**src/rtl/arbs_pkg.sv**
```systemverilog
// arbs_pkg: widths, types and constants of the adaptive radius bin smoother
// no dependencies; used by every other file of the block
`timescale 1ns / 1ps
`default_nettype none

package arbs_pkg;

   // sample and result widths
   localparam int SAMPLE_BITS = 16;
   localparam int OUT_BITS    = 18;

   // one cell per window slot, up to four results per request
   localparam int NUM_CELLS = 6;
   localparam int MAX_RES   = 4;

   // minimum count for a spread of radius one, two and three
   localparam int SPREAD1_MIN = 2;
   localparam int SPREAD2_MIN = 8;
   localparam int SPREAD3_MIN = 16;

   // divide by three: multiply by ceil(2^(N+1)/3), keep the bits from N+1 up
   localparam int DIV3_SHIFT = SAMPLE_BITS + 1;
   localparam logic [SAMPLE_BITS:0] DIV3_MULT =
      (SAMPLE_BITS + 1)'(((64'd1 << DIV3_SHIFT) + 64'd2) / 64'd3);

   typedef logic [SAMPLE_BITS-1:0] samp_type;
   typedef logic [OUT_BITS-1:0]    acc_type;
   typedef logic [1:0]             pend_type;
   typedef logic [2:0]             rcnt_type;

   // pending count at which the oldest open bin is complete
   localparam pend_type PEND_FULL = 2'd3;

   // shares of one sample for distance 0..3, plus its row flag
   typedef struct packed {
      logic                 last;
      samp_type [3:0]       part;
   } share_type;

   // one result
   typedef struct packed {
      acc_type smoothed;
      logic    row_end;
   } res_type;

endpackage

`default_nettype wire

```
**src/rtl/arbs_if.sv**
```systemverilog
// arbs_req_if / arbs_rsp_if: valid-ready channels of the bin smoother
// depends on arbs_pkg
`timescale 1ns / 1ps
`default_nettype none

interface arbs_req_if;
   logic                valid;
   logic                ready;
   arbs_pkg::samp_type  sample;
   logic                last_bin;

   modport source (output valid, output sample, output last_bin, input ready);
   modport sink   (input valid, input sample, input last_bin, output ready);
endinterface

interface arbs_rsp_if;
   logic                valid;
   logic                ready;
   arbs_pkg::acc_type   smoothed;
   logic                row_end;

   modport source (output valid, output smoothed, output row_end, input ready);
   modport sink   (input valid, input smoothed, input row_end, output ready);
endinterface

`default_nettype wire

```
**src/rtl/adaptive_radius_bin_smoother_top.sv**
```systemverilog
// adaptive_radius_bin_smoother_top: share stage, chain of six cells, result buffer
// depends on arbs_pkg, arbs_if, arbs_share, arbs_cell, arbs_obuf
//
//   channel    dir   handshake        payload
//   req_chan   in    valid / ready    sample, last_bin
//   rsp_chan   out   valid / ready    smoothed, row_end
//
// one request per cycle while the result buffer has room; a bin's result leaves
// three bins after the bin, via the share register and then the result buffer
// a last bin with p bins still open gives p+1 results at once; the buffer
// drains one per cycle when rsp_chan is ready, and the next request waits on it
// synchronous reset clears the cells, the open count and both valid flags
// a stalled result holds the share stage, and a held stage clears req_chan.ready
`timescale 1ns / 1ps
`default_nettype none

module adaptive_radius_bin_smoother_top (
   input  logic        clock,
   input  logic        reset,
   arbs_req_if.sink    req_chan,
   arbs_rsp_if.source  rsp_chan
);

   logic                                       s1_valid_ff;
   logic                                       s1_valid_in;
   logic                                       req_accept;
   logic                                       advance;
   logic                                       can_load;
   logic                                       pop;
   logic                                       out_valid;
   arbs_pkg::res_type                          out_res;
   arbs_pkg::share_type                        sh;
   arbs_pkg::pend_type                         pend_ff;
   arbs_pkg::pend_type                         pend_in;
   arbs_pkg::acc_type                          cell_acc [arbs_pkg::NUM_CELLS];
   arbs_pkg::acc_type                          cell_sum [arbs_pkg::NUM_CELLS];
   arbs_pkg::acc_type                          cand [arbs_pkg::MAX_RES];
   arbs_pkg::res_type [arbs_pkg::MAX_RES-1:0]  load_res;
   arbs_pkg::rcnt_type                         load_cnt;

   // input handshake and share stage occupancy
   assign req_accept     = req_chan.valid && req_chan.ready;
   assign advance        = s1_valid_ff && can_load;
   assign req_chan.ready = !s1_valid_ff || advance;
   assign s1_valid_in    = req_accept || (s1_valid_ff && !advance);

   always_ff @(posedge clock) begin
      if (reset) begin
         s1_valid_ff <= 1'b0;
      end else begin
         s1_valid_ff <= s1_valid_in;
      end
   end

   // shares of the incoming sample
   arbs_share u_share (
      .clock     (clock),
      .load      (req_accept),
      .sample    (req_chan.sample),
      .last_bin  (req_chan.last_bin),
      .share_out (sh)
   );

   // chain of cells: cell g holds the bin at window slot g+1, newest at the end
   for (genvar g = 0; g < arbs_pkg::NUM_CELLS; g++) begin : g_cell
      localparam int DIST = (g < 2) ? (2 - g) : (g - 2);
      arbs_pkg::acc_type carry;

      if (g == arbs_pkg::NUM_CELLS - 1) begin : g_tail
         assign carry = '0;
      end else begin : g_link
         assign carry = cell_acc[g+1];
      end

      arbs_cell u_cell (
         .clock    (clock),
         .reset    (reset),
         .advance  (advance),
         .clear    (sh.last),
         .carry_in (carry),
         .share_in (arbs_pkg::acc_type'(sh.part[DIST])),
         .sum_out  (cell_sum[g]),
         .acc_out  (cell_acc[g])
      );
   end

   // completed values: oldest bin leaving the window, then the three newest
   assign cand[0] = cell_acc[0] + arbs_pkg::acc_type'(sh.part[3]);
   assign cand[1] = cell_sum[0];
   assign cand[2] = cell_sum[1];
   assign cand[3] = cell_sum[2];

   // pack the results of this request from the oldest open bin on
   always_comb begin : p_pack
      logic [2:0] pick;
      pick = '0;
      for (int i = 0; i < arbs_pkg::MAX_RES; i++) begin
         pick = sh.last ? (3'(i) + 3'd3 - {1'b0, pend_ff}) : 3'd0;
         load_res[i].smoothed = cand[pick[1:0]];
         load_res[i].row_end  = sh.last && (pend_ff == 2'(i));
      end
   end

   assign load_cnt = sh.last ? ({1'b0, pend_ff} + 3'd1) :
                     ((pend_ff == arbs_pkg::PEND_FULL) ? 3'd1 : 3'd0);

   // open bin count
   always_comb begin
      pend_in = pend_ff;
      if (advance) begin
         if (sh.last) begin
            pend_in = '0;
         end else if (pend_ff != arbs_pkg::PEND_FULL) begin
            pend_in = pend_ff + 2'd1;
         end
      end
   end

   always_ff @(posedge clock) begin
      if (reset) begin
         pend_ff <= '0;
      end else begin
         pend_ff <= pend_in;
      end
   end

   // result buffer
   assign pop = out_valid && rsp_chan.ready;

   arbs_obuf u_obuf (
      .clock     (clock),
      .reset     (reset),
      .load      (advance),
      .load_cnt  (load_cnt),
      .load_res  (load_res),
      .pop       (pop),
      .out_valid (out_valid),
      .out_res   (out_res),
      .can_load  (can_load)
   );

   assign rsp_chan.valid    = out_valid;
   assign rsp_chan.smoothed = out_res.smoothed;
   assign rsp_chan.row_end  = out_res.row_end;

`ifndef SYNTHESIS
   // a row end leaves the chain and the open count empty
   a_flush_clears: assert property (@(posedge clock) disable iff (reset)
      (advance && sh.last) |=> (pend_ff == '0 && cell_acc[0] == '0 &&
         cell_acc[1] == '0 && cell_acc[2] == '0 && cell_acc[3] == '0 &&
         cell_acc[4] == '0 && cell_acc[5] == '0))
      else $error("cells not cleared after row end");

   // a full window produces a result on the next cycle
   a_emit_full: assert property (@(posedge clock) disable iff (reset)
      (advance && !sh.last && pend_ff == arbs_pkg::PEND_FULL) |=> rsp_chan.valid)
      else $error("complete bin not delivered");

   // a bin inside a row leaves at least one open bin
   a_pend_grows: assert property (@(posedge clock) disable iff (reset)
      (advance && !sh.last) |=> (pend_ff != '0))
      else $error("open bin count lost");

   // a waiting share stage keeps its request
   a_stage_hold: assert property (@(posedge clock) disable iff (reset)
      (s1_valid_ff && !advance) |=> (s1_valid_ff && $stable(sh)))
      else $error("share stage lost a waiting request");
`endif

endmodule

`default_nettype wire

```
**src/rtl/arbs_share.sv**
```systemverilog
// arbs_share: registered shares v, v/2, v/3, v/4 of one sample by spread radius
// depends on arbs_pkg
`timescale 1ns / 1ps
`default_nettype none

module arbs_share (
   input  logic                 clock,
   input  logic                 load,
   input  arbs_pkg::samp_type   sample,
   input  logic                 last_bin,
   output arbs_pkg::share_type  share_out
);

   localparam int PROD_BITS = 2 * arbs_pkg::SAMPLE_BITS + 1;

   logic [PROD_BITS-1:0] prod;
   arbs_pkg::samp_type   third;
   arbs_pkg::share_type  share_ff;
   arbs_pkg::share_type  share_in;

   // floor(v/3) by reciprocal multiply
   assign prod  = PROD_BITS'(sample) * PROD_BITS'(arbs_pkg::DIV3_MULT);
   assign third = prod[PROD_BITS-1 -: arbs_pkg::SAMPLE_BITS];

   // shares gated by the radius the count reaches
   always_comb begin
      share_in.last    = last_bin;
      share_in.part[0] = sample;
      share_in.part[1] = (sample >= arbs_pkg::samp_type'(arbs_pkg::SPREAD1_MIN)) ?
                         (sample >> 1) : '0;
      share_in.part[2] = (sample >= arbs_pkg::samp_type'(arbs_pkg::SPREAD2_MIN)) ?
                         third : '0;
      share_in.part[3] = (sample >= arbs_pkg::samp_type'(arbs_pkg::SPREAD3_MIN)) ?
                         (sample >> 2) : '0;
   end

   // share register
   always_ff @(posedge clock) begin
      if (load) begin
         share_ff <= share_in;
      end
   end

   assign share_out = share_ff;

endmodule

`default_nettype wire

```
**src/rtl/arbs_cell.sv**
```systemverilog
// arbs_cell: one accumulator of the smoothing chain, takes its neighbor's sum
// depends on arbs_pkg
`timescale 1ns / 1ps
`default_nettype none

module arbs_cell (
   input  logic               clock,
   input  logic               reset,
   input  logic               advance,
   input  logic               clear,
   input  arbs_pkg::acc_type  carry_in,
   input  arbs_pkg::acc_type  share_in,
   output arbs_pkg::acc_type  sum_out,
   output arbs_pkg::acc_type  acc_out
);

   arbs_pkg::acc_type acc_ff;
   arbs_pkg::acc_type acc_in;

   // neighbor's partial sum plus this bin's share of the new sample
   assign sum_out = carry_in + share_in;
   assign acc_in  = clear ? '0 : sum_out;

   // accumulator
   always_ff @(posedge clock) begin
      if (reset) begin
         acc_ff <= '0;
      end else if (advance) begin
         acc_ff <= acc_in;
      end
   end

   assign acc_out = acc_ff;

endmodule

`default_nettype wire

```
**src/rtl/arbs_obuf.sv**
```systemverilog
// arbs_obuf: four-slot result shift buffer, loaded with all results of a request
// depends on arbs_pkg
`timescale 1ns / 1ps
`default_nettype none

module arbs_obuf (
   input  logic                                         clock,
   input  logic                                         reset,
   input  logic                                         load,
   input  arbs_pkg::rcnt_type                           load_cnt,
   input  arbs_pkg::res_type [arbs_pkg::MAX_RES-1:0]    load_res,
   input  logic                                         pop,
   output logic                                         out_valid,
   output arbs_pkg::res_type                            out_res,
   output logic                                         can_load
);

   arbs_pkg::res_type [arbs_pkg::MAX_RES-1:0] slot_ff;
   arbs_pkg::res_type [arbs_pkg::MAX_RES-1:0] slot_in;
   arbs_pkg::rcnt_type                        cnt_ff;
   arbs_pkg::rcnt_type                        cnt_in;

   // room for a new batch once the last held result leaves
   assign can_load = (cnt_ff == '0) || ((cnt_ff == 3'd1) && pop);

   // load a batch or shift toward the head
   always_comb begin
      slot_in = slot_ff;
      cnt_in  = cnt_ff;
      if (load) begin
         slot_in = load_res;
         cnt_in  = load_cnt;
      end else if (pop) begin
         for (int i = 0; i < arbs_pkg::MAX_RES - 1; i++) begin
            slot_in[i] = slot_ff[i+1];
         end
         cnt_in = cnt_ff - 3'd1;
      end
   end

   // count
   always_ff @(posedge clock) begin
      if (reset) begin
         cnt_ff <= '0;
      end else begin
         cnt_ff <= cnt_in;
      end
   end

   // slots
   always_ff @(posedge clock) begin
      slot_ff <= slot_in;
   end

   assign out_valid = (cnt_ff != '0);
   assign out_res   = slot_ff[0];

endmodule

`default_nettype wire
```
**src/flat_wrapper.sv**
```systemverilog
// flat-port wrapper written by rule: the top's interface ports become plain ports
module adaptive_radius_bin_smoother_top_flat 
  (clock, reset, req_chan_valid, req_chan_sample, req_chan_last_bin, req_chan_ready, rsp_chan_valid, rsp_chan_smoothed, rsp_chan_row_end, rsp_chan_ready);
  arbs_req_if req_chan_i ();
  arbs_rsp_if rsp_chan_i ();
  input  logic clock;
  input  logic reset;
  input wire logic [$bits(req_chan_i.valid)-1:0] req_chan_valid;
  input wire logic [$bits(req_chan_i.sample)-1:0] req_chan_sample;
  input wire logic [$bits(req_chan_i.last_bin)-1:0] req_chan_last_bin;
  output wire logic [$bits(req_chan_i.ready)-1:0] req_chan_ready;
  output wire logic [$bits(rsp_chan_i.valid)-1:0] rsp_chan_valid;
  output wire logic [$bits(rsp_chan_i.smoothed)-1:0] rsp_chan_smoothed;
  output wire logic [$bits(rsp_chan_i.row_end)-1:0] rsp_chan_row_end;
  input wire logic [$bits(rsp_chan_i.ready)-1:0] rsp_chan_ready;
  assign req_chan_i.valid = req_chan_valid;
  assign req_chan_i.sample = req_chan_sample;
  assign req_chan_i.last_bin = req_chan_last_bin;
  assign req_chan_ready = req_chan_i.ready;
  assign rsp_chan_valid = rsp_chan_i.valid;
  assign rsp_chan_smoothed = rsp_chan_i.smoothed;
  assign rsp_chan_row_end = rsp_chan_i.row_end;
  assign rsp_chan_i.ready = rsp_chan_ready;
  adaptive_radius_bin_smoother_top u_core (.clock(clock), .reset(reset), .req_chan(req_chan_i), .rsp_chan(rsp_chan_i));
endmodule
```
**config.mk**
```make
export PLATFORM = sky130hd
export DESIGN_NAME = adaptive_radius_bin_smoother_top_flat
export DESIGN_NICKNAME = d
export VERILOG_FILES = /design/src/rtl/arbs_pkg.sv /design/src/rtl/arbs_if.sv /design/src/rtl/adaptive_radius_bin_smoother_top.sv /design/src/rtl/arbs_share.sv /design/src/rtl/arbs_cell.sv /design/src/rtl/arbs_obuf.sv /design/src/flat_wrapper.sv
export SDC_FILE = /design/constraint.sdc
export NUM_CORES = 1
export LEC_CHECK = 0
export ABC_CLOCK_PERIOD_IN_PS = 15400
export BUFFER_PORTS_ARGS = -buffer_cell sky130_fd_sc_hd__buf_2
export CAP_MARGIN = 20
export CORE_MARGIN = 8
export CORE_UTILIZATION = 40
export DETAILED_ROUTE_END_ITERATION = 6
export PLACE_DENSITY_LB_ADDON = 0.25
export REMOVE_ABC_BUFFERS = 1
export SLEW_MARGIN = 20
export SYNTH_ARGS = -nofsm -noshare
export SYNTH_HDL_FRONTEND = slang
export SYNTH_HIERARCHICAL = 1
export SYNTH_SLANG_ARGS = --single-unit
```
**constraint.sdc**
```tcl
create_clock -name clock -period 15.4 [get_ports clock]
set_clock_uncertainty 0.05 [all_clocks]
set_input_delay 3.08 -clock clock [delete_from_list [all_inputs] [get_ports clock]]
set_output_delay 3.08 -clock clock [all_outputs]
set_load 0.1 [all_outputs]
```
==> results.yml, run 1 <==
outcome:
  status: "complete, no violations"
routing:
  wl_met3_mm: 2.28
  drt_iter0_drc: 802
  routed.top_layer: "met4"
  met2_length_mm: 28.0
  viasPerCell: 5.56
  routed_wirelength_mm: 57.3
  avgRoutedWirePerCell_um: 19.9
  drc: 0
  met1Wirelength_mm: 25.6
  drtPass1Iterations: 5
  num_vias: 16000
  ant_nets: 0
critical_path:
  critPathLaunchType: "input pin"
  cp-end-kind: "flop"
  cp.arrival_ps: 8100
  crit_required_ps: 15650
  path_class: "input pin to flop"
  path_max_fanout: 11
logic_synthesis:
  yosysWarnings: 6
  synth_area_um2: 21500
  syn_inst: 2150
  syn_avg_cell_area_um2: 9.99
floorplan:
  core_area_um2: 53500
  die_x_um: 248
  die_y_um: 248
  pin_count: 42
  initial_core_util_pct: 40.1
  rows: 85
  die_area_um2: 61400
clock_network:
  htreeDepth: 1
  cts-resized-gates: 0
  postCtsHoldBufs: 0
  cts.sinks: 251
  cts_tree: "yes"
  clock_path_buffers: 3
  cts_made_buffers: 29
  cts-root-buf: "clkbuf_16"
  post_cts_buffers: 0
  clk-insertion-delay-late_ps: 560
  clk_pin_slew_ps: 60
sta:
  fmax_ghz: 0.127
  finalCritPeriodShare_pct: 51.0
  rsz0062_at_grt: "no"
  final.setup.tns_ps: 0
  relSlewSlack_pct: 45.3
  slew_viol_final: 0
  hold_viol: 0
  setup_viol_count_final: 0
  layout_min_cycle_time_ps: 7850
  worst_slack_ps: 7550
  tightest_slew_ps: 819
placed_design:
  place_ws_ps: 7000
  io_buffers: 41
  placed_area_um2: 22200
  gp_congestion: 0.902
  hpwl_mm: 45.0
finish:
  fin_area_um2: 23300
  drive_gt1_share_pct: 12.3
  syn_to_final_growth_pct: 8.29
  fin_nets: 2523
  fillers: 5164
global_route:
  grt_pass1_vias: 16300
  gr-usage-all-layers_pct: 18.7
  grt_first_pass_wirelength_mm: 90.5
  antenna_found_initial: 0
  grt_overflow_total: 0
  grt_max_degree: 95
power:
  p_leak_uw: 0.0104
  ir_worst_vdd_mv: 0.108
  finalPower_uw: 4340
  power_density_nw_per_um2: 187
worst_hold_path:
  hp-class: "flop to flop"
run:
  drv_cap: 0
==> area by class of cell <==
| cell class | count | area [um2] | share of cell area [%] |
|---|---|---|---|
| Clock inverter | 15 | 213 | 0.915 |
| Tap cell | 696 | 871 | 3.75 |
| Timing Repair Buffer | 56 | 320 | 1.38 |
| Inverter | 179 | 677 | 2.91 |
| Antenna cell | 3 | 7.51 | 0.0323 |
| Sequential cell | 251 | 6400 | 27.5 |
| Clock buffer | 38 | 810 | 3.48 |
| Multi-Input combinational cell | 1645 | 14000 | 60.0 |
==> layer usage <==
metal | GRT usage, % | vias up
li1 | - | 7711
met1 | 24.2 | 7827
met2 | 33.1 | 381
met3 | 1.62 | 105
met4 | 5.24 | 0
met5 | 0 | -
==> where the power goes <==
group / leakage [uW] / switching [uW] / total [uW] / internal (uW)
sequential: 0.00224 / 96.6 / 1080 / 982
clock: 0.000502 / 283 / 735 / 452
combinational: 0.00766 / 1560 / 2530 / 965
==> placed cells by master (no fill, tap or decap), types with 61 or more instances in the layout <==
master	count
a21oi_1	212
ha_1	257
nor2b_1	72
inv_1	177
dfxtp_1	114
nor2_1	134
fa_1	83
nand2_1	93
xnor2_1	68
edfxtp_1	137
o21ai_0	61
==> stage by stage <==
stage | cells | hold WS [ps] | util (%)
after global routing | 2880 | 444 | 43.5
after global placement | 2827 | 410 | 41.5
after detailed placement | 2827 | 415 | 41.5
after CTS | 2880 | 426 | 43.4
after floorplan | 2075 | 394 | -
final | 2883 | 427 | 43.5
==> worst paths after layout <==
| check | startpoint | endpoint | slack (ps) | cells past startpoint |
|---|---|---|---|---|
| setup / recovery | req_chan_sample[3] | u_core/u_share/share_out[36] | 7550 | 17 |
| hold reg to reg | u_core/g_cell[2].u_cell/acc_out[0] | u_core/g_cell[2].u_cell/acc_out[0] | 430 | 2 |
| hold / removal | u_core/g_cell[2].u_cell/acc_out[0] | u_core/g_cell[2].u_cell/acc_out[0] | 430 | 2 |
| setup reg to reg | u_core/pend_ff[0] | u_core/u_obuf/slot_ff[32] | 11640 | 6 |
==> state kept, by name, indices dropped and copies added, names as in the netlist <==
signal / count
u_core/g_cell.u_cell/acc_out: 108
u_core/pend_ff: 2
u_core/s1_valid_ff: 1
u_core/u_obuf/cnt_ff: 3
u_core/u_obuf/out_res: 19
u_core/u_obuf/slot_ff: 57
u_core/u_share/share_out: 61
==> worst max-delay path: stages <==
cell and delay (ps):
buf_2 180, ha_1 380, xor2_1 310, ha_1 310
inv_1 80, fa_1 410, inv_1 80, fa_1 430
fa_1 530, fa_1 430, ha_1 330, a21oi_1 130
o21ai_0 150, a211oi_2 420, nor3_1 170, or4_1 480
and3b_1 190
(Power assumes the default switching activity.)
==> inputs of run 2 (changes only) <==
- ABC_AREA: unset -> 1
- ABC_CLOCK_PERIOD_IN_PS: 15400 -> 7800
- clock period: 15.4 -> 7.8 ns (I/O delays scaled with it)
==> results.yml, run 2 <==
worst_hold_path:
  hp-class: "flop to flop"
finish:
  utilization_pct: 43.7
  seq_area_um2: 6400
  drive_gt1_share_pct: 9.30
  multi_input_area_um2: 14900
  largest_reg_flops: 108
  antenna_cells: 0
  syn_to_final_growth_pct: 7.64
  final_common_cell: "nand2_1"
  fillers: 5995
  fin_nets: 3588
  final_cell_mix: "nand2_1, inv_1, ha_1"
logic_synthesis:
  syn_inst: 3228
  syn_avg_cell_area_um2: 7.27
  yosysWarnings: 6
  synth_area_um2: 23500
routing:
  drc: 0
  drtPass1Iterations: 5
  routed_wirelength_mm: 66.1
  avgRoutedWirePerCell_um: 16.5
  drt_iter0_drc: 1100
  num_vias: 19900
  viasPerCell: 4.95
  ant_nets: 0
power:
  p_leak_uw: 0.0126
  ir_worst_vdd_mv: 0.256
  power_density_nw_per_um2: 397
global_route:
  grt_pass1_vias: 19100
  grt_max_degree: 80
  gr-usage-all-layers_pct: 19.3
  grt_first_pass_wirelength_mm: 104
  grt_overflow_total: 0
  antenna_found_initial: 1
floorplan:
  core_area_um2: 57800
  rows: 88
  die_y_um: 258
  pin_count: 42
  die_area_um2: 66700
  die_x_um: 258
  initial_core_util_pct: 40.6
outcome:
  status: "complete, no violations"
sta:
  fmax_ghz: 0.173
  tightest_slew_ps: 943
  layout_min_cycle_time_ps: 5770
  finalCritPeriodShare_pct: 74.0
  final.setup.tns_ps: 0
  rsz0062_at_grt: "no"
  hold_viol: 0
  setup_viol_count_final: 0
  slew_viol_final: 0
  worst_slack_ps: 2030
  relSlewSlack_pct: 37.1
placed_design:
  io_buffers: 41
  gp_congestion: 0.937
  hpwl_mm: 54.7
  place_ws_ps: 1440
clock_network:
  cts-resized-gates: 0
  cts.sinks: 251
  cts_tree: "yes"
  cts-root-buf: "clkbuf_16"
  clock_path_buffers: 3
  clk_pin_slew_ps: 60
  post_cts_buffers: 0
  postCtsHoldBufs: 0
  cts_made_buffers: 29
  clk-insertion-delay-late_ps: 590
  htreeDepth: 1
critical_path:
  path_max_fanout: 10
  path_class: "input pin to flop"
  cp.arrival_ps: 6050
  critPathLaunchType: "input pin"
  cp-end-kind: "flop"
  crit_required_ps: 8080
run:
  drv_cap: 0
[run 2: area by class of cell]
type | instances | share of cell area [%]
timing repair buffer | 49 | 1.06
clock buffer | 32 | 2.92
multi-input combinational | 2463 | 59.2
tap | 765 | 3.79
sequential | 251 | 25.3
clock inverter | 21 | 1.33
inverter | 433 | 6.44
[run 2: layer usage]
metal	global-route usage, %	up-vias	routed length, um
met3	2.14	93	2520
met2	33.9	366	31900
met4	6.45	2	2210
li1	-	10300	-
met1	24.6	9118	29400
met5	0	-	13
[run 2: critical path, stage by stage]
cell	delay (ps)
buf_2	170
ha_1	370
xor2_1	280
ha_1	200
a21oi_1	60
fa_1	550
inv_1	50
fa_1	460
fa_1	490
inv_1	50
fa_1	480
inv_1	40
ha_1	350
nand2_1	140
inv_1	50
nand2_1	60
nand2_1	60
a21oi_1	220
nor2_1	60
nor2_1	140
nand3_1	90
nand2_1	60
nor2_1	50
[run 2: power by group]
| group | internal, uW | switching, uW | total, uW |
|---|---|---|---|
| combinational | 1920 | 4340 | 6260 |
| sequential | 1990 | 238 | 2230 |
| clock | 928 | 606 | 1530 |
[run 2: worst paths after layout]
| path | from | end | slack, ps | cells past startpoint |
|---|---|---|---|---|
| max | req_chan_sample[1] | u_core/u_share/share_out[42] | 2030 | 23 |
| min | u_core/g_cell[2].u_cell/acc_out[2] | u_core/g_cell[2].u_cell/acc_out[2] | 420 | 2 |
| max reg2reg | u_core/u_obuf/cnt_ff[0] | u_core/g_cell[4].u_cell/acc_out[15] | 4570 | 14 |
| min reg2reg | u_core/g_cell[2].u_cell/acc_out[2] | u_core/g_cell[2].u_cell/acc_out[2] | 420 | 2 |
[run 2: per-stage QoR]
step / total power [uW] / hold slack [ps] / instance area (um2) / cells
3_5_place_dp: 8510 / 410 / 24200 / 3961
3_3_place_gp: 8500 / 408 / 24200 / 3961
4_1_cts: 10100 / 420 / 25300 / 4014
6_report: 10000 / 420 / 25300 / 4014
5_1_grt: 10900 / 438 / 25300 / 4014
2_1_floorplan: 6780 / 393 / 23000 / 3147
